File: src/sv/lfrc_pkg.sv
package lfrc_pkg;

  localparam logic [7:0] SYNC_BYTE  = 8'hFF;
  localparam logic [7:0] START_BYTE = 8'hC5;
  localparam logic [15:0] CRC_INIT  = 16'hFFFF;
  localparam logic [15:0] CRC_POLY  = 16'hA001;
  localparam logic [15:0] TIMEOUT_RESET = 16'd100;

  typedef enum logic [2:0] {
    EV_PAY     = 3'd0,
    EV_GOOD    = 3'd1,
    EV_BAD     = 3'd2,
    EV_LONG    = 3'd3,
    EV_TIMEOUT = 3'd4
  } event_t;

  typedef struct packed {
    logic       mode;
    logic [7:0] rx_byte;
  } in_item_t;

  typedef struct packed {
    logic [2:0] event_res;
    logic [7:0] data_byte;
    logic [7:0] byte_index;
    logic [7:0] src_addr;
    logic [7:0] dst_addr;
    logic [7:0] ctrl_bits;
    logic [7:0] frame_type;
    logic [7:0] payload_len;
    logic       last;
  } out_item_t;

  // crc-16/modbus, reflected, one byte per call
  function automatic logic [15:0] crc16_byte(input logic [15:0] crc_in, input logic [7:0] b);
    logic [15:0] c;
    c = crc_in ^ {8'h00, b};
    for (int i = 0; i < 8; i++) begin
      if (c[0]) c = (c >> 1) ^ CRC_POLY;
      else      c = c >> 1;
    end
    return c;
  endfunction

endpackage

File: src/sv/link_frame_receiver_crc16.sv
// a result is registered: it appears on out_valid in the cycle after its input transaction is accepted
// throughput: one input transaction per cycle; the only stall comes from a held result
// register whose consumer is stalling
// reset (rst_n low, synchronous): hunting for sync, crc 0xFFFF, headers zero, timer
// disarmed, timeout_ticks back to 100, no result pending
module link_frame_receiver_crc16 #(
  parameter int unsigned MAX_PAYLOAD = 246
) (
  input  logic               clk,
  input  logic               rst_n,
  input  logic               in_valid,
  output logic               in_stall,
  input  lfrc_pkg::in_item_t in_item,
  output logic               out_valid,
  input  logic               out_stall,
  output lfrc_pkg::out_item_t out_item,
  input  logic               cfg_we,
  input  logic [15:0]        cfg_wdata
);
  import lfrc_pkg::*;

  localparam logic [7:0] MAX_LEN = 8'(MAX_PAYLOAD);

  typedef enum logic [3:0] {
    ST_HUNT  = 4'd0,
    ST_START = 4'd1,
    ST_SRC   = 4'd2,
    ST_DST   = 4'd3,
    ST_CHKL  = 4'd4,
    ST_CHKH  = 4'd5,
    ST_CTRL  = 4'd6,
    ST_TYPE  = 4'd7,
    ST_LEN   = 4'd8,
    ST_PAY   = 4'd9
  } rx_state_t;

  rx_state_t   rx_state_r, rx_state_nxt;
  logic [15:0] crc_acc_r, crc_acc_nxt;
  logic [7:0]  hdr_src_r, hdr_src_nxt;
  logic [7:0]  hdr_dst_r, hdr_dst_nxt;
  logic [15:0] rx_check_r, rx_check_nxt;
  logic [7:0]  hdr_ctrl_r, hdr_ctrl_nxt;
  logic [7:0]  hdr_type_r, hdr_type_nxt;
  logic [7:0]  hdr_len_r, hdr_len_nxt;
  logic [7:0]  pay_count_r, pay_count_nxt;
  logic [15:0] timeout_left_r, timeout_left_nxt;
  logic        timer_armed_r, timer_armed_nxt;
  logic [15:0] timeout_ticks_r;

  logic        out_valid_r;
  out_item_t   out_item_r;

  logic        in_acc;
  logic        res_valid;
  event_t      res_event;
  logic [7:0]  res_data;
  logic [7:0]  res_index;
  logic        res_last;
  logic [7:0]  b;
  logic [15:0] crc_upd;
  logic [15:0] crc_ffu;
  logic [7:0]  count_inc;
  logic        do_arm;
  event_t      verdict;
  out_item_t   res_item;

  assign in_stall  = out_valid_r & out_stall;
  assign in_acc    = in_valid & ~in_stall;
  assign out_valid = out_valid_r;
  assign out_item  = out_item_r;

  assign b         = in_item.rx_byte;
  assign crc_upd   = crc16_byte(crc_acc_r, b);
  assign crc_ffu   = crc16_byte(crc_acc_r, SYNC_BYTE);
  assign count_inc = pay_count_r + 8'd1;
  assign verdict   = (crc_upd == rx_check_r) ? EV_GOOD : EV_BAD;

  always_comb begin
    rx_state_nxt     = rx_state_r;
    crc_acc_nxt      = crc_acc_r;
    hdr_src_nxt      = hdr_src_r;
    hdr_dst_nxt      = hdr_dst_r;
    rx_check_nxt     = rx_check_r;
    hdr_ctrl_nxt     = hdr_ctrl_r;
    hdr_type_nxt     = hdr_type_r;
    hdr_len_nxt      = hdr_len_r;
    pay_count_nxt    = pay_count_r;
    timeout_left_nxt = timeout_left_r;
    timer_armed_nxt  = timer_armed_r;
    do_arm           = 1'b0;
    res_valid        = 1'b0;
    res_event        = EV_PAY;
    res_data         = 8'd0;
    res_index        = 8'd0;
    res_last         = 1'b0;

    if (in_item.mode) begin
      // millisecond tick
      if (timer_armed_r) begin
        if (timeout_left_r > 16'd1) begin
          timeout_left_nxt = timeout_left_r - 16'd1;
        end else begin
          timeout_left_nxt = 16'd0;
          timer_armed_nxt  = 1'b0;
          rx_state_nxt     = ST_HUNT;
          res_valid        = 1'b1;
          res_event        = EV_TIMEOUT;
          res_last         = 1'b1;
        end
      end
    end else begin
      case (rx_state_r)
        ST_START: begin
          if (b == START_BYTE) begin
            do_arm       = 1'b1;
            crc_acc_nxt  = CRC_INIT;
            rx_state_nxt = ST_SRC;
          end else if (b == SYNC_BYTE) begin
            do_arm = 1'b1;
          end else begin
            timer_armed_nxt = 1'b0;
            rx_state_nxt    = ST_HUNT;
          end
        end
        ST_SRC: begin
          do_arm       = 1'b1;
          hdr_src_nxt  = b;
          crc_acc_nxt  = crc_upd;
          rx_state_nxt = ST_DST;
        end
        ST_DST: begin
          do_arm       = 1'b1;
          hdr_dst_nxt  = b;
          crc_acc_nxt  = crc_upd;
          rx_state_nxt = ST_CHKL;
        end
        ST_CHKL: begin
          // check bytes enter the crc as 0xff
          do_arm       = 1'b1;
          rx_check_nxt = {8'h00, b};
          crc_acc_nxt  = crc_ffu;
          rx_state_nxt = ST_CHKH;
        end
        ST_CHKH: begin
          do_arm       = 1'b1;
          rx_check_nxt = {b, rx_check_r[7:0]};
          crc_acc_nxt  = crc_ffu;
          rx_state_nxt = ST_CTRL;
        end
        ST_CTRL: begin
          do_arm       = 1'b1;
          hdr_ctrl_nxt = b;
          crc_acc_nxt  = crc_upd;
          rx_state_nxt = ST_TYPE;
        end
        ST_TYPE: begin
          do_arm       = 1'b1;
          hdr_type_nxt = b;
          crc_acc_nxt  = crc_upd;
          rx_state_nxt = ST_LEN;
        end
        ST_LEN: begin
          hdr_len_nxt   = b;
          crc_acc_nxt   = crc_upd;
          pay_count_nxt = 8'd0;
          if (b > MAX_LEN) begin
            timer_armed_nxt = 1'b0;
            rx_state_nxt    = ST_HUNT;
            res_valid       = 1'b1;
            res_event       = EV_LONG;
            res_last        = 1'b1;
          end else if (b == 8'd0) begin
            timer_armed_nxt = 1'b0;
            rx_state_nxt    = ST_HUNT;
            res_valid       = 1'b1;
            res_event       = verdict;
            res_last        = 1'b1;
          end else begin
            do_arm       = 1'b1;
            rx_state_nxt = ST_PAY;
          end
        end
        ST_PAY: begin
          crc_acc_nxt   = crc_upd;
          pay_count_nxt = count_inc;
          res_valid     = 1'b1;
          res_data      = b;
          res_index     = pay_count_r;
          if (count_inc >= hdr_len_r) begin
            timer_armed_nxt = 1'b0;
            rx_state_nxt    = ST_HUNT;
            res_event       = verdict;
            res_last        = 1'b1;
          end else begin
            do_arm = 1'b1;
          end
        end
        default: begin
          // hunting, and any stray code
          if (b == SYNC_BYTE) begin
            do_arm       = 1'b1;
            rx_state_nxt = ST_START;
          end else begin
            rx_state_nxt = ST_HUNT;
          end
        end
      endcase
      if (do_arm) begin
        timeout_left_nxt = timeout_ticks_r;
        timer_armed_nxt  = 1'b1;
      end
    end
  end

  always_comb begin
    res_item.event_res   = res_event;
    res_item.data_byte   = res_data;
    res_item.byte_index  = res_index;
    res_item.src_addr    = hdr_src_nxt;
    res_item.dst_addr    = hdr_dst_nxt;
    res_item.ctrl_bits   = hdr_ctrl_nxt;
    res_item.frame_type  = hdr_type_nxt;
    res_item.payload_len = hdr_len_nxt;
    res_item.last        = res_last;
  end

  always_ff @(posedge clk) begin
    if (!rst_n) begin
      rx_state_r      <= ST_HUNT;
      crc_acc_r       <= CRC_INIT;
      hdr_src_r       <= 8'd0;
      hdr_dst_r       <= 8'd0;
      rx_check_r      <= 16'd0;
      hdr_ctrl_r      <= 8'd0;
      hdr_type_r      <= 8'd0;
      hdr_len_r       <= 8'd0;
      pay_count_r     <= 8'd0;
      timeout_left_r  <= 16'd0;
      timer_armed_r   <= 1'b0;
      timeout_ticks_r <= TIMEOUT_RESET;
      out_valid_r     <= 1'b0;
    end else begin
      if (cfg_we) begin
        timeout_ticks_r <= cfg_wdata;
      end
      if (in_acc) begin
        rx_state_r     <= rx_state_nxt;
        crc_acc_r      <= crc_acc_nxt;
        hdr_src_r      <= hdr_src_nxt;
        hdr_dst_r      <= hdr_dst_nxt;
        rx_check_r     <= rx_check_nxt;
        hdr_ctrl_r     <= hdr_ctrl_nxt;
        hdr_type_r     <= hdr_type_nxt;
        hdr_len_r      <= hdr_len_nxt;
        pay_count_r    <= pay_count_nxt;
        timeout_left_r <= timeout_left_nxt;
        timer_armed_r  <= timer_armed_nxt;
        out_valid_r    <= res_valid;
      end else if (!out_stall) begin
        out_valid_r <= 1'b0;
      end
    end
  end

  // result payload, no reset needed
  always_ff @(posedge clk) begin
    if (in_acc && res_valid) begin
      out_item_r <= res_item;
    end
  end

  a_armed_not_hunting: assert property (@(posedge clk) disable iff (!rst_n)
    timer_armed_r |-> (rx_state_r != ST_HUNT))
    else $error("timer armed while hunting");

  a_pay_count_in_range: assert property (@(posedge clk) disable iff (!rst_n)
    (rx_state_r == ST_PAY) |-> (pay_count_r < hdr_len_r))
    else $error("payload count past frame length");

  a_last_matches_event: assert property (@(posedge clk) disable iff (!rst_n)
    out_valid_r |-> (out_item_r.last == (out_item_r.event_res != EV_PAY)))
    else $error("last flag disagrees with event");

  a_idle_tick_silent: assert property (@(posedge clk) disable iff (!rst_n)
    (in_acc && in_item.mode && !timer_armed_r) |=> !out_valid_r)
    else $error("tick without armed timer produced a result");

endmodule
File: config.mk
export PLATFORM = sky130hd
export DESIGN_NAME = link_frame_receiver_crc16
export DESIGN_NICKNAME = d
export VERILOG_FILES = /design/src/sv/lfrc_pkg.sv /design/src/sv/link_frame_receiver_crc16.sv
export SDC_FILE = /design/constraint.sdc
export NUM_CORES = 1
export LEC_CHECK = 0
export ABC_AREA = 1
export CAP_MARGIN = 20
export CORE_MARGIN = 5
export CORE_UTILIZATION = 36
export CTS_CLUSTER_DIAMETER = 50
export DETAILED_ROUTE_END_ITERATION = 6
export DONT_BUFFER_PORTS = 1
export MAX_ROUTING_LAYER = met4
export PLACE_DENSITY_LB_ADDON = 0.12
export SLEW_MARGIN = 20
export SYNTH_ARGS = -nofsm -noshare
export SYNTH_HDL_FRONTEND = slang
export SYNTH_SLANG_ARGS = --single-unit
File: constraint.sdc
create_clock -name clk -period 6 [get_ports clk]
set_input_delay 0.9 -clock clk [delete_from_list [all_inputs] [get_ports clk]]
set_output_delay 0.9 -clock clk [all_outputs]
set_load 0.01 [all_outputs]
==> results.ini <==
[pwr]
power_density_nw_per_um2=329
irDropWorstVdd_uv=176
power_uw=3200
leakage_uw=0.00427

[global_route]
grt_use_total=0.177
antenna_found_initial=0
grt_overflow=0
grt_pass1_wl_um=39000
grt_pass1_vias=6965
grt_max_degree=56

[cells_and_area]
stdcell_area_um2=9720
fin_util=0.400
layout-drive-gt1-share=0.0795
n_fill_cell=2509
diodes=0
fin_nets=1198
area_growth_pct=9.31

[synthesis]
post-synth-top-count-cell=nand2_1
async_flop_share=0
synth_top_area_frac=0.266
synth_seq_cells=178
yosysSeqAreaShare=0.468
synth_common_cells=nand2_1 (239), nor2_1 (184), o21ai_0 (136), inv_1 (134), dfxtp_1 (118)
synth-edff-count=60
synth_warnings=0
synthFlopType=dfxtp_1
synth_nets=1222
synth_area_per_cell_um2=7.53
synth_area_leaders=dfxtp_1 (27%), edfxtp_1 (20%), nand2_1 (10%)
syn-cell-area_um2=8890
ys_types=45
synthCells=1181
post-synth-top-area-cell=dfxtp_1

[worst_setup_path]
rr_worst_depth=15
cp-start-kind=register
setup.worst_path.end_class=register
crit_buf_inv=1
critical-path-max-stage-delay_ns=0.48
r2r-start=pay_count_r[0]
critPathMaxFanout=13
worstPathArrival_ns=3.71
critPathTopFamily=simple AND/OR/NAND/NOR gates
r2r_slack_ns=2.64
crit_chain=inv_1 -> nor3_1 -> nand3_1 -> nor3_1 -> xor2_1 -> ha_1 -> nand2_1 -> nor2_1 -> a211oi_1 -> nand4_2 -> nand2_4 -> nand3_4 -> a21oi_4 -> nand2_1 -> a21oi_2
slowest_stage=a21oi_4
r2r_end=timeout_left_r[13]
crit_type=register to register
cp_data_required_time_ns=6.35

[detailed_routing]
drtAntennaViolNets=0
vias=7461
post_drt_wl_per_cell_um=16.1
drc=0
first_pass_iters=5
detailedRoute.firstIterationViolations=634
avgViaCountPerCell=4.99
wirelength_um=24000

[floorplan]
die_area_um2=27900
io_pins=92
start_util=0.366
num_rows=57
coreArea_um2=24300
die_x_um=167
die_h_um=167

[timing]
slew_violations=0
finalSetupViolCount=0
min_period_over_period=0.560
fin_skew_ns=0.0108
fmax_ghz=0.298
whs_ns=0.464
max-slew-margin-rel=0.419
rsz0062_at_grt=false
final_hold_viol_count=0
finalCriticalPeriod_ns=3.36
fin_setup_tns_ns=0
tightest_slew_ns=0.871

[clocking]
post_cts_resized=0
clockRootBuffer=clkbuf_16
clockBufferDepth=2
cts_tree=built
clock_sinks=178
cts_hold_buf=0
cts_buffers=17
path_clk_slew_ns=0.07
clk_latency_ns=0.43
cts_setup_buffers=0
cts-htree-levels=4

[placement]
hpwl_um=17000
gp_congestion=0.879
portBuffers=0
placed_cell_area_um2=9110

[run]
drv_cap=0

[hold_path]
holdPathStages=2
min-delay-start=timeout_ticks_r[4]
hold_path.class=register to register
min_to=timeout_ticks_r[4]

[outcome]
status=finished, final reports clean

==> cells in the final DEF, fill, tap and decap left out, types with 9 or more instances in the layout <==
cell | Yosys | routed
nand2_1 | 239 | 239
nor2_1 | 184 | 184
o21ai_0 | 136 | 136
inv_1 | 134 | 133
dfxtp_1 | 118 | 118
edfxtp_1 | 60 | 60
a21oi_1 | 52 | 51
nand3_1 | 43 | 43
xor2_1 | 22 | 22
clkbuf_16 | 0 | 18
inv_2 | 15 | 16
nor2_2 | 15 | 15
o22ai_1 | 14 | 14
a211oi_1 | 12 | 12
ha_1 | 11 | 11
nor3_1 | 9 | 9
==> cell type report <==
type | count | area [um2] | area share
Clock buffer | 18 | 450 | 0.0463
Tap cell | 324 | 405 | 0.0417
Timing Repair Buffer | 4 | 30.0 | 0.00309
Inverter | 154 | 578 | 0.0595
Sequential cell | 178 | 4160 | 0.428
Multi-Input combinational cell | 802 | 3940 | 0.405
Clock inverter | 14 | 156 | 0.0161
==> tightest hold or removal path, delay by kind of cell (launching register included) <==
kind | cells | cell delay (ns)
buf+inv | 1 | 0.06
flops | 1 | 0.30
compound gates | 1 | 0.06
==> cells by family after synthesis <==
logic type | after synthesis | synth area share
buffers and inverters | 201 | 0.0903
adder cells (fa/ha/maj) | 11 | 0.0155
AND/OR/NAND/NOR | 521 | 0.248
XOR/XNOR | 26 | 0.0256
AO/OA/AOI/OAI | 244 | 0.152
flip-flops | 178 | 0.468
==> flip-flops by register name (all words and copies together) (netlist names) <==
| signal | count |
|---|---|
| rx_state_r | 4 |
| rx_check_r | 16 |
| hdr_ctrl_r | 8 |
| hdr_type_r | 8 |
| out_valid | 1 |
| timeout_ticks_r | 16 |
| out_item | 60 |
| hdr_dst_r | 8 |
| crc_acc_r | 16 |
| pay_count_r | 8 |
| hdr_len_r | 8 |
| timer_armed_r | 1 |
| timeout_left_r | 16 |
| hdr_src_r | 8 |
==> layer usage <==
layer | part of all wire | global-route usage | routed length [um] | up-vias
li1 | - | - | - | 3792
met1 | 0.50 | 0.249 | 12000 | 3467
met2 | 0.44 | 0.265 | 10500 | 181
met3 | 0.049 | 0.0328 | 1170 | 21
met4 | 0.014 | 0.0494 | 346 | 0
met5 | 0 | - | 0 | -
==> power by group <==
group | internal [uW] | switching [uW] | leakage, uW
Clock | 619 | 530 | 0.000297
Combinational | 224 | 449 | 0.00245
Sequential | 1320 | 61.2 | 0.00152
==> per-stage QoR <==
| stage | instances | setup WS, ns |
|---|---|---|
| after global routing | 1494 | 2.21 |
| after global placement | 1462 | 2.47 |
| after floorplan | 1181 | 0.986 |
| final | 1494 | 2.64 |
| after detailed placement | 1462 | 2.43 |
| after CTS | 1494 | 2.55 |
==> worst max-delay path by stage <==
stage                   startpoint                 end  slack (ns)  cells after the start
finish              pay_count_r[0]  timeout_left_r[13]        2.64                     15
global route        pay_count_r[0]  timeout_left_r[15]        2.21                     16
CTS                 pay_count_r[0]  timeout_left_r[13]        2.55                     15
detailed placement      in_item[4]        out_item[18]        2.43                      9
global placement        in_item[4]        out_item[22]        2.47                      9
floorplan               in_item[1]         out_item[0]        0.99                      9
Power figures use the tool's default switching activity.
